<file path="config.mk">
export PLATFORM = sky130hd
export DESIGN_NAME = source_lexer
export DESIGN_NICKNAME = d
export VERILOG_FILES = /design/src/sv/slx_pkg.sv /design/src/sv/source_lexer.sv /design/src/sv/slx_scan.sv /design/src/sv/slx_queue.sv
export SDC_FILE = /design/constraint.sdc
export NUM_CORES = 1
export LEC_CHECK = 0
export BUFFER_PORTS_ARGS = -buffer_cell sky130_fd_sc_hd__buf_2
export CELL_PAD_IN_SITES_DETAIL_PLACEMENT = 1
export CELL_PAD_IN_SITES_GLOBAL_PLACEMENT = 2
export CORE_ASPECT_RATIO = 2
export CORE_MARGIN = 2
export CORE_UTILIZATION = 42
export CTS_CLUSTER_DIAMETER = 40
export DETAILED_ROUTE_END_ITERATION = 8
export PLACE_DENSITY = 0.87
export SKIP_CTS_REPAIR_TIMING = 1
export SLEW_MARGIN = 10
export SYNTH_ARGS = -nofsm -noshare
export SYNTH_HDL_FRONTEND = slang
export SYNTH_SLANG_ARGS = --single-unit
</file>
<file path="constraint.sdc">
create_clock -name clk -period 8.85 [get_ports clk]
set_input_delay 0.4425 -clock clk [delete_from_list [all_inputs] [get_ports clk]]
set_output_delay 0.4425 -clock clk [all_outputs]
set_load 0.005 [all_outputs]
</file>
<file path="src/sv/slx_pkg.sv">
// Shared types, token kinds and keyword tables for the source lexer.
// No dependencies.
`timescale 1ns / 1ps
package slx_pkg;

    localparam int POS_BITS  = 16;
    localparam int LINE_BITS = 16;
    localparam int KW_COUNT  = 16;
    localparam int Q_DEPTH   = 4;
    localparam int Q_AW      = 2;

    localparam logic [5:0] K_IDENT  = 6'd0;
    localparam logic [5:0] K_NUMBER = 6'd1;
    localparam logic [5:0] K_STRING = 6'd2;
    localparam logic [5:0] K_ERROR  = 6'd3;
    localparam logic [5:0] K_KW0    = 6'd4;
    localparam logic [5:0] K_SLASH  = 6'd29;
    localparam logic [5:0] K_BANG   = 6'd31;
    localparam logic [5:0] K_EQ     = 6'd33;
    localparam logic [5:0] K_LT     = 6'd35;
    localparam logic [5:0] K_GT     = 6'd37;

    // One token as it travels from the scanner to the output stage.
    typedef struct packed {
        logic [5:0]  kind;
        logic [15:0] line_no;
        logic [15:0] start_pos;
        logic [15:0] length;
        logic        last;
    } token_t;

    // Up to two tokens produced by one character.
    typedef struct packed {
        logic   [1:0] count;
        token_t       tok0;
        token_t       tok1;
    } tok_pair_t;

    function automatic int kw_len(input logic [3:0] k);
        case (k)
            4'd0: return 3;  4'd1: return 5;  4'd2: return 4;  4'd3: return 5;
            4'd4: return 3;  4'd5: return 3;  4'd6: return 2;  4'd7: return 3;
            4'd8: return 2;  4'd9: return 5;  4'd10: return 6; 4'd11: return 5;
            4'd12: return 4; 4'd13: return 4; 4'd14: return 3; default: return 5;
        endcase
    endfunction

    function automatic logic [7:0] kw_char(input logic [3:0] k, input logic [2:0] i);
        logic [55:0] s;
        case (k)
            4'd0:  s = "and";
            4'd1:  s = "class";
            4'd2:  s = "else";
            4'd3:  s = "false";
            4'd4:  s = "for";
            4'd5:  s = "fun";
            4'd6:  s = "if";
            4'd7:  s = "nil";
            4'd8:  s = "or";
            4'd9:  s = "print";
            4'd10: s = "return";
            4'd11: s = "super";
            4'd12: s = "this";
            4'd13: s = "true";
            4'd14: s = "var";
            default: s = "while";
        endcase
        // String literals are right aligned; find character i from the left.
        return s[8*(kw_len(k) - 1 - i) +: 8];
    endfunction

    function automatic logic [15:0] sat16(input logic [31:0] v);
        return (v > 32'hFFFF) ? 16'hFFFF : v[15:0];
    endfunction

endpackage

</file>
<file path="src/sv/source_lexer.sv">
// Top level of the streaming source lexer: scanner front, token queue, output.
// Depends on slx_pkg, slx_scan and slx_queue.
// Tokens are written into the token queue registers and presented to the output
// from there. Throughput: one character per cycle while the queue has room for two
// tokens; a character that makes two tokens is absorbed at once, and the four-entry
// token queue drains one token per cycle while m_tready is high. Reset (rst_n low,
// asynchronous) empties the queue and returns the scanner to line 0, offset 0.
`timescale 1ns / 1ps
module source_lexer
    import slx_pkg::*;
(
    input  logic        clk,
    input  logic        rst_n,
    input  logic        s_tvalid,
    output logic        s_tready,
    input  logic [7:0]  s_tdata,   // ch
    input  logic        s_tlast,   // end_of_source
    output logic        m_tvalid,
    input  logic        m_tready,
    output logic [55:0] m_tdata,   // kind[5:0], line_no, start_pos, length, zero fill
    output logic        m_tlast    // last_of_run
);

    tok_pair_t toks;
    token_t    head;
    logic      step;
    logic      room2;

    // A character is taken whenever the queue can hold the two tokens it
    // might make, so the scanner never waits on the consumer while space lasts.
    assign s_tready = room2;
    assign step     = s_tvalid && s_tready;

    slx_scan u_scan (
        .clk   (clk),
        .rst_n (rst_n),
        .step  (step),
        .ch    (s_tdata),
        .eos   (s_tlast),
        .toks  (toks)
    );

    slx_queue u_queue (
        .clk       (clk),
        .rst_n     (rst_n),
        .push      (step),
        .wr        (toks),
        .room2     (room2),
        .out_valid (m_tvalid),
        .out_tok   (head),
        .pop       (m_tready)
    );

    assign m_tdata = {2'b00, head.length, head.start_pos, head.line_no, head.kind};
    assign m_tlast = head.last;

    a_kind_range: assert property (@(posedge clk) disable iff (!rst_n)
        m_tvalid |-> m_tdata[5:0] <= 6'd42)
        else $error("token kind out of range");

    a_no_take_full: assert property (@(posedge clk) disable iff (!rst_n)
        !room2 |-> !step)
        else $error("character taken without queue room");

    a_hold: assert property (@(posedge clk) disable iff (!rst_n)
        m_tvalid && !m_tready |=> m_tvalid && $stable(m_tdata))
        else $error("queued token changed while stalled");

endmodule

</file>
<file path="src/sv/slx_scan.sv">
// Front part of the lexer: per-character scanner state and token forming.
// Depends on slx_pkg.
`timescale 1ns / 1ps
module slx_scan
    import slx_pkg::*;
(
    input  logic            clk,
    input  logic            rst_n,
    input  logic            step,
    input  logic [7:0]      ch,
    input  logic            eos,
    output tok_pair_t       toks
);

    typedef enum logic [2:0] {
        M_IDLE, M_IDENT, M_INT, M_FRAC, M_STR, M_COMMENT, M_OPWAIT
    } mode_t;

    mode_t                 mode_reg, mode_next;
    logic [7:0]            pend_reg, pend_next;
    logic [POS_BITS-1:0]   start_reg, start_next;
    logic [15:0]           len_reg, len_next;
    logic [LINE_BITS-1:0]  line_reg, line_next;
    logic [POS_BITS-1:0]   pos_reg, pos_next;
    logic [KW_COUNT-1:0]   mask_reg, mask_next;
    logic                  bs_reg, bs_next;

    logic [1:0]            n;
    token_t                t0, t1;

    function automatic logic is_digit(input logic [7:0] c);
        return c >= "0" && c <= "9";
    endfunction

    function automatic logic is_alpha(input logic [7:0] c);
        return (c >= "a" && c <= "z") || (c >= "A" && c <= "Z");
    endfunction

    function automatic logic [5:0] single_kind(input logic [7:0] c);
        case (c)
            "(": return 6'd20; ")": return 6'd21; "{": return 6'd22;
            "}": return 6'd23; ",": return 6'd24; ".": return 6'd25;
            "-": return 6'd26; "+": return 6'd27; ";": return 6'd28;
            "*": return 6'd30; "~": return 6'd39; "?": return 6'd40;
            ":": return 6'd41; "^": return 6'd42;
            default: return K_IDENT;
        endcase
    endfunction

    function automatic logic [5:0] wait_kind(input logic [7:0] c, input logic eq);
        logic [5:0] b;
        case (c)
            "!": b = K_BANG;
            "=": b = K_EQ;
            "<": b = K_LT;
            ">": b = K_GT;
            default: return K_SLASH;
        endcase
        return eq ? b + 6'd1 : b;
    endfunction

    // Keyword mask after adding character c at identifier position idx.
    function automatic logic [KW_COUNT-1:0] mask_add(input logic [KW_COUNT-1:0] m,
        input logic [15:0] idx, input logic [7:0] c);
        logic [KW_COUNT-1:0] r;
        r = m;
        for (int k = 0; k < KW_COUNT; k++) begin
            if (idx >= 16'(kw_len(4'(k))) || kw_char(4'(k), idx[2:0]) != c)
                r[k] = 1'b0;
        end
        return r;
    endfunction

    function automatic logic [5:0] ident_kind(input logic [KW_COUNT-1:0] m,
        input logic [15:0] l);
        logic [5:0] r;
        r = K_IDENT;
        for (int k = KW_COUNT - 1; k >= 0; k--) begin
            if (m[k] && l == 16'(kw_len(4'(k))))
                r = K_KW0 + 6'(k);
        end
        return r;
    endfunction

    always_comb
    begin
        logic                 do_begin;
        logic [LINE_BITS-1:0] ln;
        logic [5:0]           ek;
        logic [15:0]          el;
        logic                 emit_a;
        logic [5:0]           k;

        mode_next  = mode_reg;
        pend_next  = pend_reg;
        start_next = start_reg;
        len_next   = len_reg;
        line_next  = line_reg;
        mask_next  = mask_reg;
        bs_next    = bs_reg;
        pos_next   = (pos_reg != {POS_BITS{1'b1}}) ? pos_reg + 1'b1 : pos_reg;
        do_begin   = 1'b0;
        emit_a     = 1'b0;
        ek         = K_IDENT;
        el         = 16'd0;
        k          = K_IDENT;
        n          = 2'd0;
        t0         = '0;
        t1         = '0;
        ln         = line_reg;

        case (mode_reg)
            M_IDENT:
            begin
                if (is_alpha(ch) || is_digit(ch))
                begin
                    mask_next = mask_add(mask_reg, len_reg, ch);
                    len_next  = (len_reg != 16'hFFFF) ? len_reg + 1'b1 : len_reg;
                end
                else
                begin
                    emit_a = 1'b1; ek = ident_kind(mask_reg, len_reg); el = len_reg;
                    do_begin = 1'b1;
                end
            end
            M_INT, M_FRAC:
            begin
                if (is_digit(ch) || (mode_reg == M_INT && ch == "."))
                begin
                    len_next = (len_reg != 16'hFFFF) ? len_reg + 1'b1 : len_reg;
                    if (ch == ".")
                        mode_next = M_FRAC;
                end
                else
                begin
                    emit_a = 1'b1; ek = K_NUMBER; el = len_reg; do_begin = 1'b1;
                end
            end
            M_STR:
            begin
                if (ch == 8'h0A)
                begin
                    emit_a = 1'b1; ek = K_ERROR; el = len_reg;
                    if (line_reg != {LINE_BITS{1'b1}})
                        line_next = line_reg + 1'b1;
                    mode_next = M_IDLE;
                end
                else if (ch == "\"" && !bs_reg)
                begin
                    emit_a = 1'b1; ek = K_STRING; el = len_reg; mode_next = M_IDLE;
                end
                else
                begin
                    len_next = (len_reg != 16'hFFFF) ? len_reg + 1'b1 : len_reg;
                    bs_next  = (ch == 8'h5C);
                end
            end
            M_COMMENT:
            begin
                if (ch == 8'h0A)
                begin
                    if (line_reg != {LINE_BITS{1'b1}})
                        line_next = line_reg + 1'b1;
                    mode_next = M_IDLE;
                end
            end
            M_OPWAIT:
            begin
                if (pend_reg == "/")
                begin
                    if (ch == "/")
                        mode_next = M_COMMENT;
                    else
                    begin
                        emit_a = 1'b1; ek = K_SLASH; el = 16'd1; do_begin = 1'b1;
                    end
                end
                else if (ch == "=")
                begin
                    emit_a = 1'b1; ek = wait_kind(pend_reg, 1'b1); el = 16'd2;
                    mode_next = M_IDLE;
                end
                else
                begin
                    emit_a = 1'b1; ek = wait_kind(pend_reg, 1'b0); el = 16'd1;
                    do_begin = 1'b1;
                end
            end
            default: do_begin = 1'b1;
        endcase

        if (emit_a)
        begin
            t0.kind      = ek;
            t0.line_no   = sat16(32'(ln));
            t0.start_pos = sat16(32'(start_reg));
            t0.length    = el;
            n            = 2'd1;
        end

        if (do_begin)
        begin
            mode_next = M_IDLE;
            k = single_kind(ch);
            if (is_digit(ch))
            begin
                mode_next = M_INT; start_next = pos_reg; len_next = 16'd1;
            end
            else if (is_alpha(ch))
            begin
                mode_next  = M_IDENT; start_next = pos_reg; len_next = 16'd1;
                mask_next  = mask_add({KW_COUNT{1'b1}}, 16'd0, ch);
            end
            else if (ch == 8'h0A)
            begin
                if (line_reg != {LINE_BITS{1'b1}})
                    line_next = line_reg + 1'b1;
            end
            else if (ch == "\"")
            begin
                mode_next = M_STR; start_next = pos_reg; len_next = 16'd0; bs_next = 1'b0;
            end
            else if (ch == "!" || ch == "=" || ch == "<" || ch == ">" || ch == "/")
            begin
                mode_next = M_OPWAIT; pend_next = ch; start_next = pos_reg;
            end
            else if (k != K_IDENT)
            begin
                if (n == 2'd0)
                begin
                    t0 = '{k, sat16(32'(line_reg)), sat16(32'(pos_reg)), 16'd1, 1'b0};
                    n  = 2'd1;
                end
                else
                begin
                    t1 = '{k, sat16(32'(line_reg)), sat16(32'(pos_reg)), 16'd1, 1'b0};
                    n  = 2'd2;
                end
            end
        end

        if (eos)
        begin
            emit_a = 1'b1;
            case (mode_next)
                M_IDENT:  begin ek = ident_kind(mask_next, len_next); el = len_next; end
                M_INT,
                M_FRAC:   begin ek = K_NUMBER; el = len_next; end
                M_STR:    begin ek = K_ERROR; el = len_next; end
                M_OPWAIT: begin ek = wait_kind(pend_next, 1'b0); el = 16'd1; end
                default:  emit_a = 1'b0;
            endcase
            if (emit_a && n != 2'd2)
            begin
                if (n == 2'd0)
                begin
                    t0 = '{ek, sat16(32'(line_next)), sat16(32'(start_next)), el, 1'b0};
                    n  = 2'd1;
                end
                else
                begin
                    t1 = '{ek, sat16(32'(line_next)), sat16(32'(start_next)), el, 1'b0};
                    n  = 2'd2;
                end
            end
            mode_next  = M_IDLE;
            pend_next  = 8'd0;
            start_next = '0;
            len_next   = 16'd0;
            line_next  = '0;
            pos_next   = '0;
            mask_next  = {KW_COUNT{1'b1}};
            bs_next    = 1'b0;
        end

        if (n == 2'd1)
            t0.last = 1'b1;
        else if (n == 2'd2)
            t1.last = 1'b1;
    end

    assign toks = '{n, t0, t1};

    always_ff @(posedge clk or negedge rst_n)
    begin
        if (!rst_n)
        begin
            mode_reg  <= M_IDLE;
            pend_reg  <= 8'd0;
            start_reg <= '0;
            len_reg   <= 16'd0;
            line_reg  <= '0;
            pos_reg   <= '0;
            mask_reg  <= {KW_COUNT{1'b1}};
            bs_reg    <= 1'b0;
        end
        else if (step)
        begin
            mode_reg  <= mode_next;
            pend_reg  <= pend_next;
            start_reg <= start_next;
            len_reg   <= len_next;
            line_reg  <= line_next;
            pos_reg   <= pos_next;
            mask_reg  <= mask_next;
            bs_reg    <= bs_next;
        end
    end

endmodule

</file>
<file path="src/sv/slx_queue.sv">
// Token queue between scanner and output: takes up to two tokens per cycle,
// gives one per cycle while pop is high. Depends on slx_pkg.
`timescale 1ns / 1ps
module slx_queue
    import slx_pkg::*;
(
    input  logic      clk,
    input  logic      rst_n,
    input  logic      push,
    input  tok_pair_t wr,
    output logic      room2,
    output logic      out_valid,
    output token_t    out_tok,
    input  logic      pop
);

    token_t          q_reg [Q_DEPTH];
    logic [Q_AW-1:0] rd_reg, wr_reg;
    logic [Q_AW:0]   cnt_reg;
    logic [1:0]      n_in;
    logic            do_pop;

    assign n_in      = push ? wr.count : 2'd0;
    assign out_valid = cnt_reg != '0;
    assign out_tok   = q_reg[rd_reg];
    assign do_pop    = pop && out_valid;
    assign room2     = cnt_reg <= (Q_AW+1)'(Q_DEPTH - 2);

    always_ff @(posedge clk)
    begin
        if (n_in != 2'd0)
            q_reg[wr_reg] <= wr.tok0;
        if (n_in == 2'd2)
            q_reg[wr_reg + 1'b1] <= wr.tok1;
    end

    always_ff @(posedge clk or negedge rst_n)
    begin
        if (!rst_n)
        begin
            rd_reg  <= '0;
            wr_reg  <= '0;
            cnt_reg <= '0;
        end
        else
        begin
            wr_reg  <= wr_reg + Q_AW'(n_in);
            rd_reg  <= rd_reg + Q_AW'(do_pop);
            cnt_reg <= cnt_reg + (Q_AW+1)'(n_in) - (Q_AW+1)'(do_pop);
        end
    end

endmodule
</file>
==> summary.md, run 1 <==
| Metric | Value |
|---|---|
| Compound-Gate Fraction of Synth Area | about 18% |
| Synth Area in Simple Gates | approximately 18% |
| Top cells by area, synth | edfxtp_1 33%, dfrtp_1 10%, mux4_2 6.2% |
| CP endpoint kind | register |
| Leakage Power | between 8 and 9 nW |
| Fin. max-slew vios | 0 |
| Share of the synthesized area in the top cell type | between 30% and 40% |
| Post-Route WL | about 67000 um |
| WL per Instance | ~25 um |
| Internal power | around 3.6 mW |
| Antenna-violating nets left | 0 |
| Remaining DRCs | 0 |
| Die Wd | 158 um |
| Gate power share | a little over a third |
| Layout cells sized above 1 | about 15% |
| Clock transition at path regs | 0.06 ns |
| Inserted Clock Buffers | 38 |
| Clock buffer depth | 3 |
| Slew @ Worst Pin | approximately 1.2 ns |
| Sequential power share | 37.8% |
| Root Driver | clkbuf_16 |
| Area grow syn2layout | 10.1% |
| Main combinational cell family by area after synthesis | simple AND/OR/NAND/NOR gates |
| Crit path max fanout | 49 |
| Total Nets Final | between 2000 and 2500 |
| Largest net degree at the start of global routing | 57 |
| Clk pwr share | 26.5% |
| Status | complete, but fails checks |
| Synth area leader | edfxtp_1 |
| Routed via count | ~17000 |
| Crit path arrival time | ~6.3 ns |
| Fin Setup TNS | 0 ns |
| Fin util | 46.7% |
| Fmax | about 0.16 GHz |
| Clock latency on the worst-skew pair | roughly 0.54 ns |
| Die Footprint | 49500 um^2 |
| Core area | about 47000 um^2 |
| Netlist cell types | 105 |
| DRT Pass-1 Iters | 5 |
| Max reg flops | between 200 and 250 |
| Mux contribution to synthesized area | approximately a tenth |
| XOR/XNOR Fraction of Synth Area | under 10% |
| Period Utilization, post-route | a little over two thirds |
| Final std cells w/o fill | between 2000 and 3000 |
| Final WS setup | around 2.7 ns |
| Fin Hold WS | -0.0405 ns |
| Ant diodes | 0 |
| Inst Count DP | 2583 |
| Setup-failing EPs final | 0 |
| Placer Congestion | roughly 0.91 |
| Initial core utilization | 42.4% |
| Hold WC Path Type | input pin to async pin |
| Fin. Hold Viols | 13 |
| Adder-cell share of the synthesized area | 1.53% |
| Tmin final | roughly 6 ns |
| Overall power | about 5.8 mW |
| Boundary Pins | between 70 and 80 |
| Max cap viols | 0 |
| Top FF cell, synth | edfxtp_1 |
| Sequential share of the synthesized area | 45.5% |
| CP startpoint | s_tdata[2] |
| Setup slack at placement | ~2.3 ns |
| Sw power | 2.18 mW |
| Yosys warnings | 0 |
| Worst R2R Start | u_scan.len_reg[2]$_DFFE_PN0P_ |
| Die H | 313 um |
| Seq cells post-synth | approximately 320 |
| Critical Path RT | about 9.0 ns |
| Initial DRC count | approximately 1400 |
| Failing checks | hold timing |
| Peak VDD IR | between 200 and 300 uV |
| Vias per cell | about 6.3 |
| First-pass GRT wire length | between 100000 and 150000 um |
| FP Rows | around 110 |
| Aggregate global-route resource usage | 27.4% |
| Post-synthesis cell count | between 1500 and 2000 |
| Slew headroom | 19.3% |
| Mapped cell area | approximately 20000 um^2 |
| DPL Wire Length | approximately 45000 um |
| TritonCTS clock tree | yes |
| GRT Residual Overflow | 0 |
| FFs w/ async S/R, synth | ~31% |
| Unrepaired setup endpoints after global routing | false |
| Initial antenna violation count | 0 |
| Post-synth EDFFs | 220 |
| Power Density | around 260 nW/um^2 |
| Switching Share | a little under two fifths |
| Syn avg cell area | 10.0 um^2 |
| Startpoint Class | input pin |
| Port Buffers | 69 |
| Vias in the first global route | between 15000 and 20000 |
| Clk_skew | 0.0155 ns |
| H-tree depth | 2 |
| Clk sinks | 319 |
| Critical path class | input pin to register |
-- synthesized netlist by cell type (8+ instances only) --
| cell | number |
|---|---|
| nor2_1 | 242 |
| edfxtp_1 | 220 |
| nand2_1 | 179 |
| a21oi_1 | 158 |
| o21ai_0 | 94 |
| clkbuf_1 | 87 |
| dfrtp_1 | 83 |
| mux2i_1 | 72 |
| mux4_2 | 55 |
| a22oi_1 | 49 |
| nand3_1 | 46 |
| and2_1 | 42 |
| xnor2_1 | 39 |
| inv_1 | 37 |
| a22o_1 | 34 |
| nor3_1 | 34 |
| and3_1 | 31 |
| nand4_1 | 30 |
| a31oi_1 | 27 |
| buf_1 | 27 |
| o31ai_1 | 27 |
| buf_2 | 22 |
| ha_1 | 22 |
| or3_1 | 19 |
| xor2_1 | 18 |
| o22ai_1 | 17 |
| dfstp_2 | 16 |
| nor4_1 | 16 |
| mux2_2 | 11 |
| nand2b_1 | 11 |
| nor2b_1 | 11 |
| or2_2 | 10 |
| buf_4 | 9 |
| o211ai_1 | 9 |
| or4_1 | 9 |
| a21o_1 | 8 |
| a221oi_1 | 8 |
-- per-layer routing --
metal / track usage [%] / vias to the layer above / routed length, um
li1: - / 7519 / -
met1: 37.5 / 8565 / 28500
met2: 44.6 / 567 / 32500
met3: 3.33 / 148 / 3590
met4: 9.97 / 0 / 2460
met5: 0 / - / 0
-- layout by cell type (no fill, tap or decap), types with 8 or more instances in the layout --
cell / Yosys / final
or2_2: 10 / 10
edfxtp_1: 220 / 220
o31ai_1: 27 / 26
o22ai_1: 17 / 17
nand3_1: 46 / 46
nand2_1: 179 / 178
and3_1: 31 / 29
clkbuf_1: 87 / 8
inv_1: 37 / 37
mux2_2: 11 / 11
nor4_1: 16 / 16
xnor2_1: 39 / 39
mux4_2: 55 / 55
buf_2: 22 / 68
or4_1: 9 / 9
mux2i_1: 72 / 72
dfstp_2: 16 / 16
nor2_1: 242 / 240
nor3_1: 34 / 34
a221oi_1: 8 / 8
xor2_1: 18 / 18
nand4_1: 30 / 30
nor2b_1: 11 / 10
a21o_1: 8 / 8
a22o_1: 34 / 34
a22oi_1: 49 / 49
nand2b_1: 11 / 11
buf_4: 9 / 34
ha_1: 22 / 22
clkinv_1: 5 / 10
dfrtp_1: 83 / 81
a21oi_1: 158 / 158
o211ai_1: 9 / 9
clkbuf_16: 0 / 39
or3_1: 19 / 19
and2_1: 42 / 41
o21ai_0: 94 / 92
a31oi_1: 27 / 27
-- power by group through the flow --
stage | Combinational (mW) | Sequential [mW] | Clock (mW)
finish | 2.07 | 2.19 | 1.53
floorplan | 1.41 | 2.08 | 0
global route | 2.26 | 2.23 | 1.60
CTS | 2.07 | 2.19 | 1.56
global placement | 2.02 | 2.20 | 0
detailed placement | 2.06 | 2.21 | 0
-- cell type report --
cell class | count | area, um^2
fill | 5322 | 25200
multi-input combinational | 1488 | 10200
sequential | 319 | 9110
clock buffer | 50 | 1050
tap | 632 | 791
timing repair buffer | 102 | 596
clock inverter | 20 | 170
inverter | 42 | 158
-- stage by stage --
stage	hold WS [ns]	area (um^2)
2_1_floorplan	0.147	20000
3_3_place_gp	0.481	20800
3_5_place_dp	0.483	20800
4_1_cts	-0.0115	22000
5_1_grt	0.00898	22000
6_report	-0.0405	22000
-- final timing paths --
path	endpoint	slack, ns	depth (start not counted)
worst max register to register	u_queue.q_reg[1][51]$_DFFE_PP_	3.02	15
min in group clk	u_queue.rd_reg[0]$_DFF_PN0_	0.31	3
worst min register to register	u_scan.pend_reg[7]$_DFFE_PN0P_	0.50	1
worst min-delay path	u_scan.len_reg[11]$_DFFE_PN0P_	-0.04	1
max in group asynchronous	u_scan.pos_reg[11]$_DFFE_PN0P_	7.64	2
worst max-delay path	u_queue.q_reg[1][53]$_DFFE_PP_	2.70	13
-- cells by family after synthesis --
logic type | count (synthesis)
XOR/XNOR | 57
AND/OR/NAND/NOR | 735
buffers and inverters | 191
flip-flops | 319
multiplexers | 140
AO/OA/AOI/OAI | 530
adder cells (fa/ha/maj) | 24
other | 1
-- worst max-delay path: stages --
cell and delay (ns):
buf_2 0.68, nor2b_1 0.54, a32oi_1 0.31, o21ai_2 0.41, nand3_1 0.71, nor2_1 0.38
inv_1 0.26, ha_1 0.41, or2_1 0.32, a21oi_4 0.28, o21ai_0 0.26, nor2_4 0.67
buf_4 0.57
Note: power is estimated with default switching activity, not from simulation.
==> inputs of run 2 (changes only) <==
==> constraint.sdc (replaced) <==
create_clock -name clk -period 6.1 [get_ports clk]
set_input_delay 0.305 -clock clk [delete_from_list [all_inputs] [get_ports clk]]
set_output_delay 0.305 -clock clk [all_outputs]
set_load 0.005 [all_outputs]
==> run 2 against run 1 <==
  * Via count fell by 0.13%
  * Total power rose by 47%
  * Final area rose by 1.3%
  * The flow now finishes without violations
  * Critical path type is now register to register
  * Worst setup slack got worse by 1.7 ns
  * Highest routed layer unchanged
==> summary.md, run 2 (synthesis gave the netlist of run 1 again) <==
| Metric | Value |
|---|---|
| Die Wd | 158 um (unchanged) |
| Ant diodes | 0 (unchanged) |
| Fin Setup TNS | 0 ns (unchanged) |
| Fin. max-slew vios | 0 (unchanged) |
| WL per Instance | 25.0 um (-1.0%) |
| H-tree depth | 2 (unchanged) |
| TritonCTS clock tree | yes |
| Antenna-violating nets left | 0 (unchanged) |
| Aggregate global-route resource usage | 27.4% (-0.045 points) |
| Total Nets Final | 2051 (+1.2%) |
| DRT Pass-1 Iters | 5 (unchanged) |
| Fin. Hold Viols | 0 (-13) |
| CP endpoint kind | register |
| Boundary Pins | 72 (unchanged) |
| Die Footprint | 49500 um^2 (unchanged) |
| Hold WC Path Type | input pin to register |
| Critical Path RT | 6.40 ns (-2.62 ns) |
| Peak VDD IR | 596 uV (+100%) |
| Critical path class | register to register |
| Clock latency on the worst-skew pair | 0.56 ns (+0.02 ns) |
| R2R cell count | 14 (-1) |
| Layout cells sized above 1 | 16.5% (+1.2 points) |
| Period Utilization, post-route | 84.3% |
| Slew headroom | 27.6% (+8.2 points) |
| Commonest cells after routing, fill and taps aside | 241 x nor2_1, 220 x edfxtp_1, 178 x nand2_1 |
| Crit-path max cell delay | 0.70 ns (about the same) |
| Commonest non-fill, non-tap cell in the layout | nor2_1 |
| Port Buffers | 69 (unchanged) |
| Largest net degree at the start of global routing | 56 (-1.8%) |
| Max cap viols | 0 (unchanged) |
| Setup slack at placement | 1.01 ns (-1.34 ns) |
| Remaining DRCs | 0 (unchanged) |
| FF-to-FF setup slack | 0.96 ns (-2.06 ns) |
| First-pass GRT wire length | 104000 um (about the same) |
| Root Driver | clkbuf_16 |
| Crit path arrival time | 5.45 ns (-0.88 ns) |
| Crit path to | u_queue.q_reg[0][51]$_DFFE_PP_ |
| Final WS setup | 0.956 ns (-1.74 ns) |
| Routed via count | 16800 (-0.13%) |
| Clock buffer depth | 3 (unchanged) |
| Clock transition at path regs | 0.06 ns (about the same) |
| Worst R2R Start | u_scan.len_reg[0]$_DFFE_PN0P_ |
| Tmin final | approximately 5.1 ns |
| Crit path max fanout | 14 (-71%) |
| CP Cell Sequence | clkinv_1 > ha_1 > nand2_1 > a211oi_1 > mux2_2 > nor4_2 > o211ai_1 > a41oi_1 > or3_1 > nand4_1 > nand2_1 > o221ai_2 > o221a_2 > mux2_2 |
| CP startpoint | u_scan.len_reg[0]$_DFFE_PN0P_ |
| Max reg flops | 220 (unchanged) |
| Initial core utilization | 42.4% (unchanged) |
| Slew @ Worst Pin | 1.06 ns (-0.151 ns) |
| DPL Wire Length | 46700 um (+3.3%) |
| Final std cells w/o fill | 2678 (+0.94%) |
| Startpoint Class | register |
| Leakage Power | 8.51 nW (+1.7%) |
| Critical path's slowest cell | ha_1 |
| Clk_skew | 0.0155 ns (-0.00000580 ns) |
| Clk sinks | 319 (unchanged) |
| Initial DRC count | 1325 (-7.6%) |
| Post-Route WL | 66900 um (about the same) |
| Inst Count DP | 2605 (+0.85%) |
| Power Density | 381 nW/um^2 (+45%) |
| Core area | 47200 um^2 (unchanged) |
| Area grow syn2layout | 11.6% |
| Die H | 313 um (unchanged) |
| Initial antenna violation count | 0 (unchanged) |
| Setup-failing EPs final | 0 (unchanged) |
| Placer Congestion | 0.956 (+5.0%) |
| Inserted Clock Buffers | 39 (+2.6%) |
| Fmax | 0.194 GHz |
| Vias in the first global route | 17600 (+0.51%) |
| Reg2reg end | u_queue.q_reg[0][51]$_DFFE_PP_ |
| FP Rows | 113 (unchanged) |
| Unrepaired setup endpoints after global routing | false |
| Fin util | 47.3% (+0.62 points) |
| GRT Residual Overflow | 0 (unchanged) |
| Status | finished clean |
| Vias per cell | 6.26 (-1.1%) |
-- run 2: cell types whose count changed in the layout (fill, tap and decap cells not counted), sizes merged --
cell	before	now
clkbuf	50	45
clkinv	16	18
bufinv	1	0
dlygate4sd3	0	1
inv	44	47
buf	102	124
clkinvlp	1	4
-- run 2: worst min path at each step --
stage                               endpoint  cells past startpoint  slack [ns]      from
6_report         u_queue.rd_reg[0]$_DFF_PN0_                      3        0.16  m_tready
5_1_grt          u_queue.rd_reg[0]$_DFF_PN0_                      3        0.19  m_tready
4_1_cts        u_scan.pos_reg[8]$_DFFE_PN0P_                      1       -0.21     rst_n
3_5_place_dp   u_scan.pos_reg[8]$_DFFE_PN0P_                      1        0.39     rst_n
3_3_place_gp   u_scan.pos_reg[8]$_DFFE_PN0P_                      1        0.39     rst_n
2_1_floorplan   u_queue.cnt_reg[0]$_DFF_PN0_                      0       0.009     rst_n
-- run 2: area by class of cell --
class	instances	area, um^2
tap	632	791
fill	5345	24900
clock inverter	27	230
clock buffer	45	1020
inverter	42	158
multi-input combinational	1488	10200
timing repair buffer	125	858
sequential	319	9110
-- run 2: layer usage --
metal | wire length, um | share of wire (%) | track usage [%] | vias up
met5 | 0 | 0 | 0 | -
li1 | - | - | - | 7571
met3 | 3720 | 5.6 | 4.02 | 152
met1 | 27500 | 41 | 35.7 | 8512
met4 | 3010 | 4.5 | 11.7 | 0
met2 | 32700 | 49 | 45.2 | 542
-- run 2: where the power goes --
group	total, mW	internal, mW	switching, mW
Sequential	3.15	2.83	0.322
Clock	2.26	1.25	1.02
Combinational	3.10	1.20	1.90
-- run 2: through the flow --
step | hold slack, ns | total power [mW] | instance area, um^2
global route | 0.191 | 8.94 | 22300
detailed placement | 0.391 | 6.26 | 21100
floorplan | 0.00941 | 5.06 | 20000
CTS | -0.212 | 8.55 | 22300
global placement | 0.390 | 6.20 | 21100
finish | 0.160 | 8.52 | 22300
-- run 2: critical path, delay by kind of cell, from the launching register on --
family | cells | cell delay, ns
AOI/OAI and AO/OA | 5 | 1.67
adders and majority gates | 1 | 0.70
buffers and inverters | 1 | 0.16
DFF | 1 | 0.56
muxes | 2 | 0.71
and+or+nand+nor | 5 | 1.08
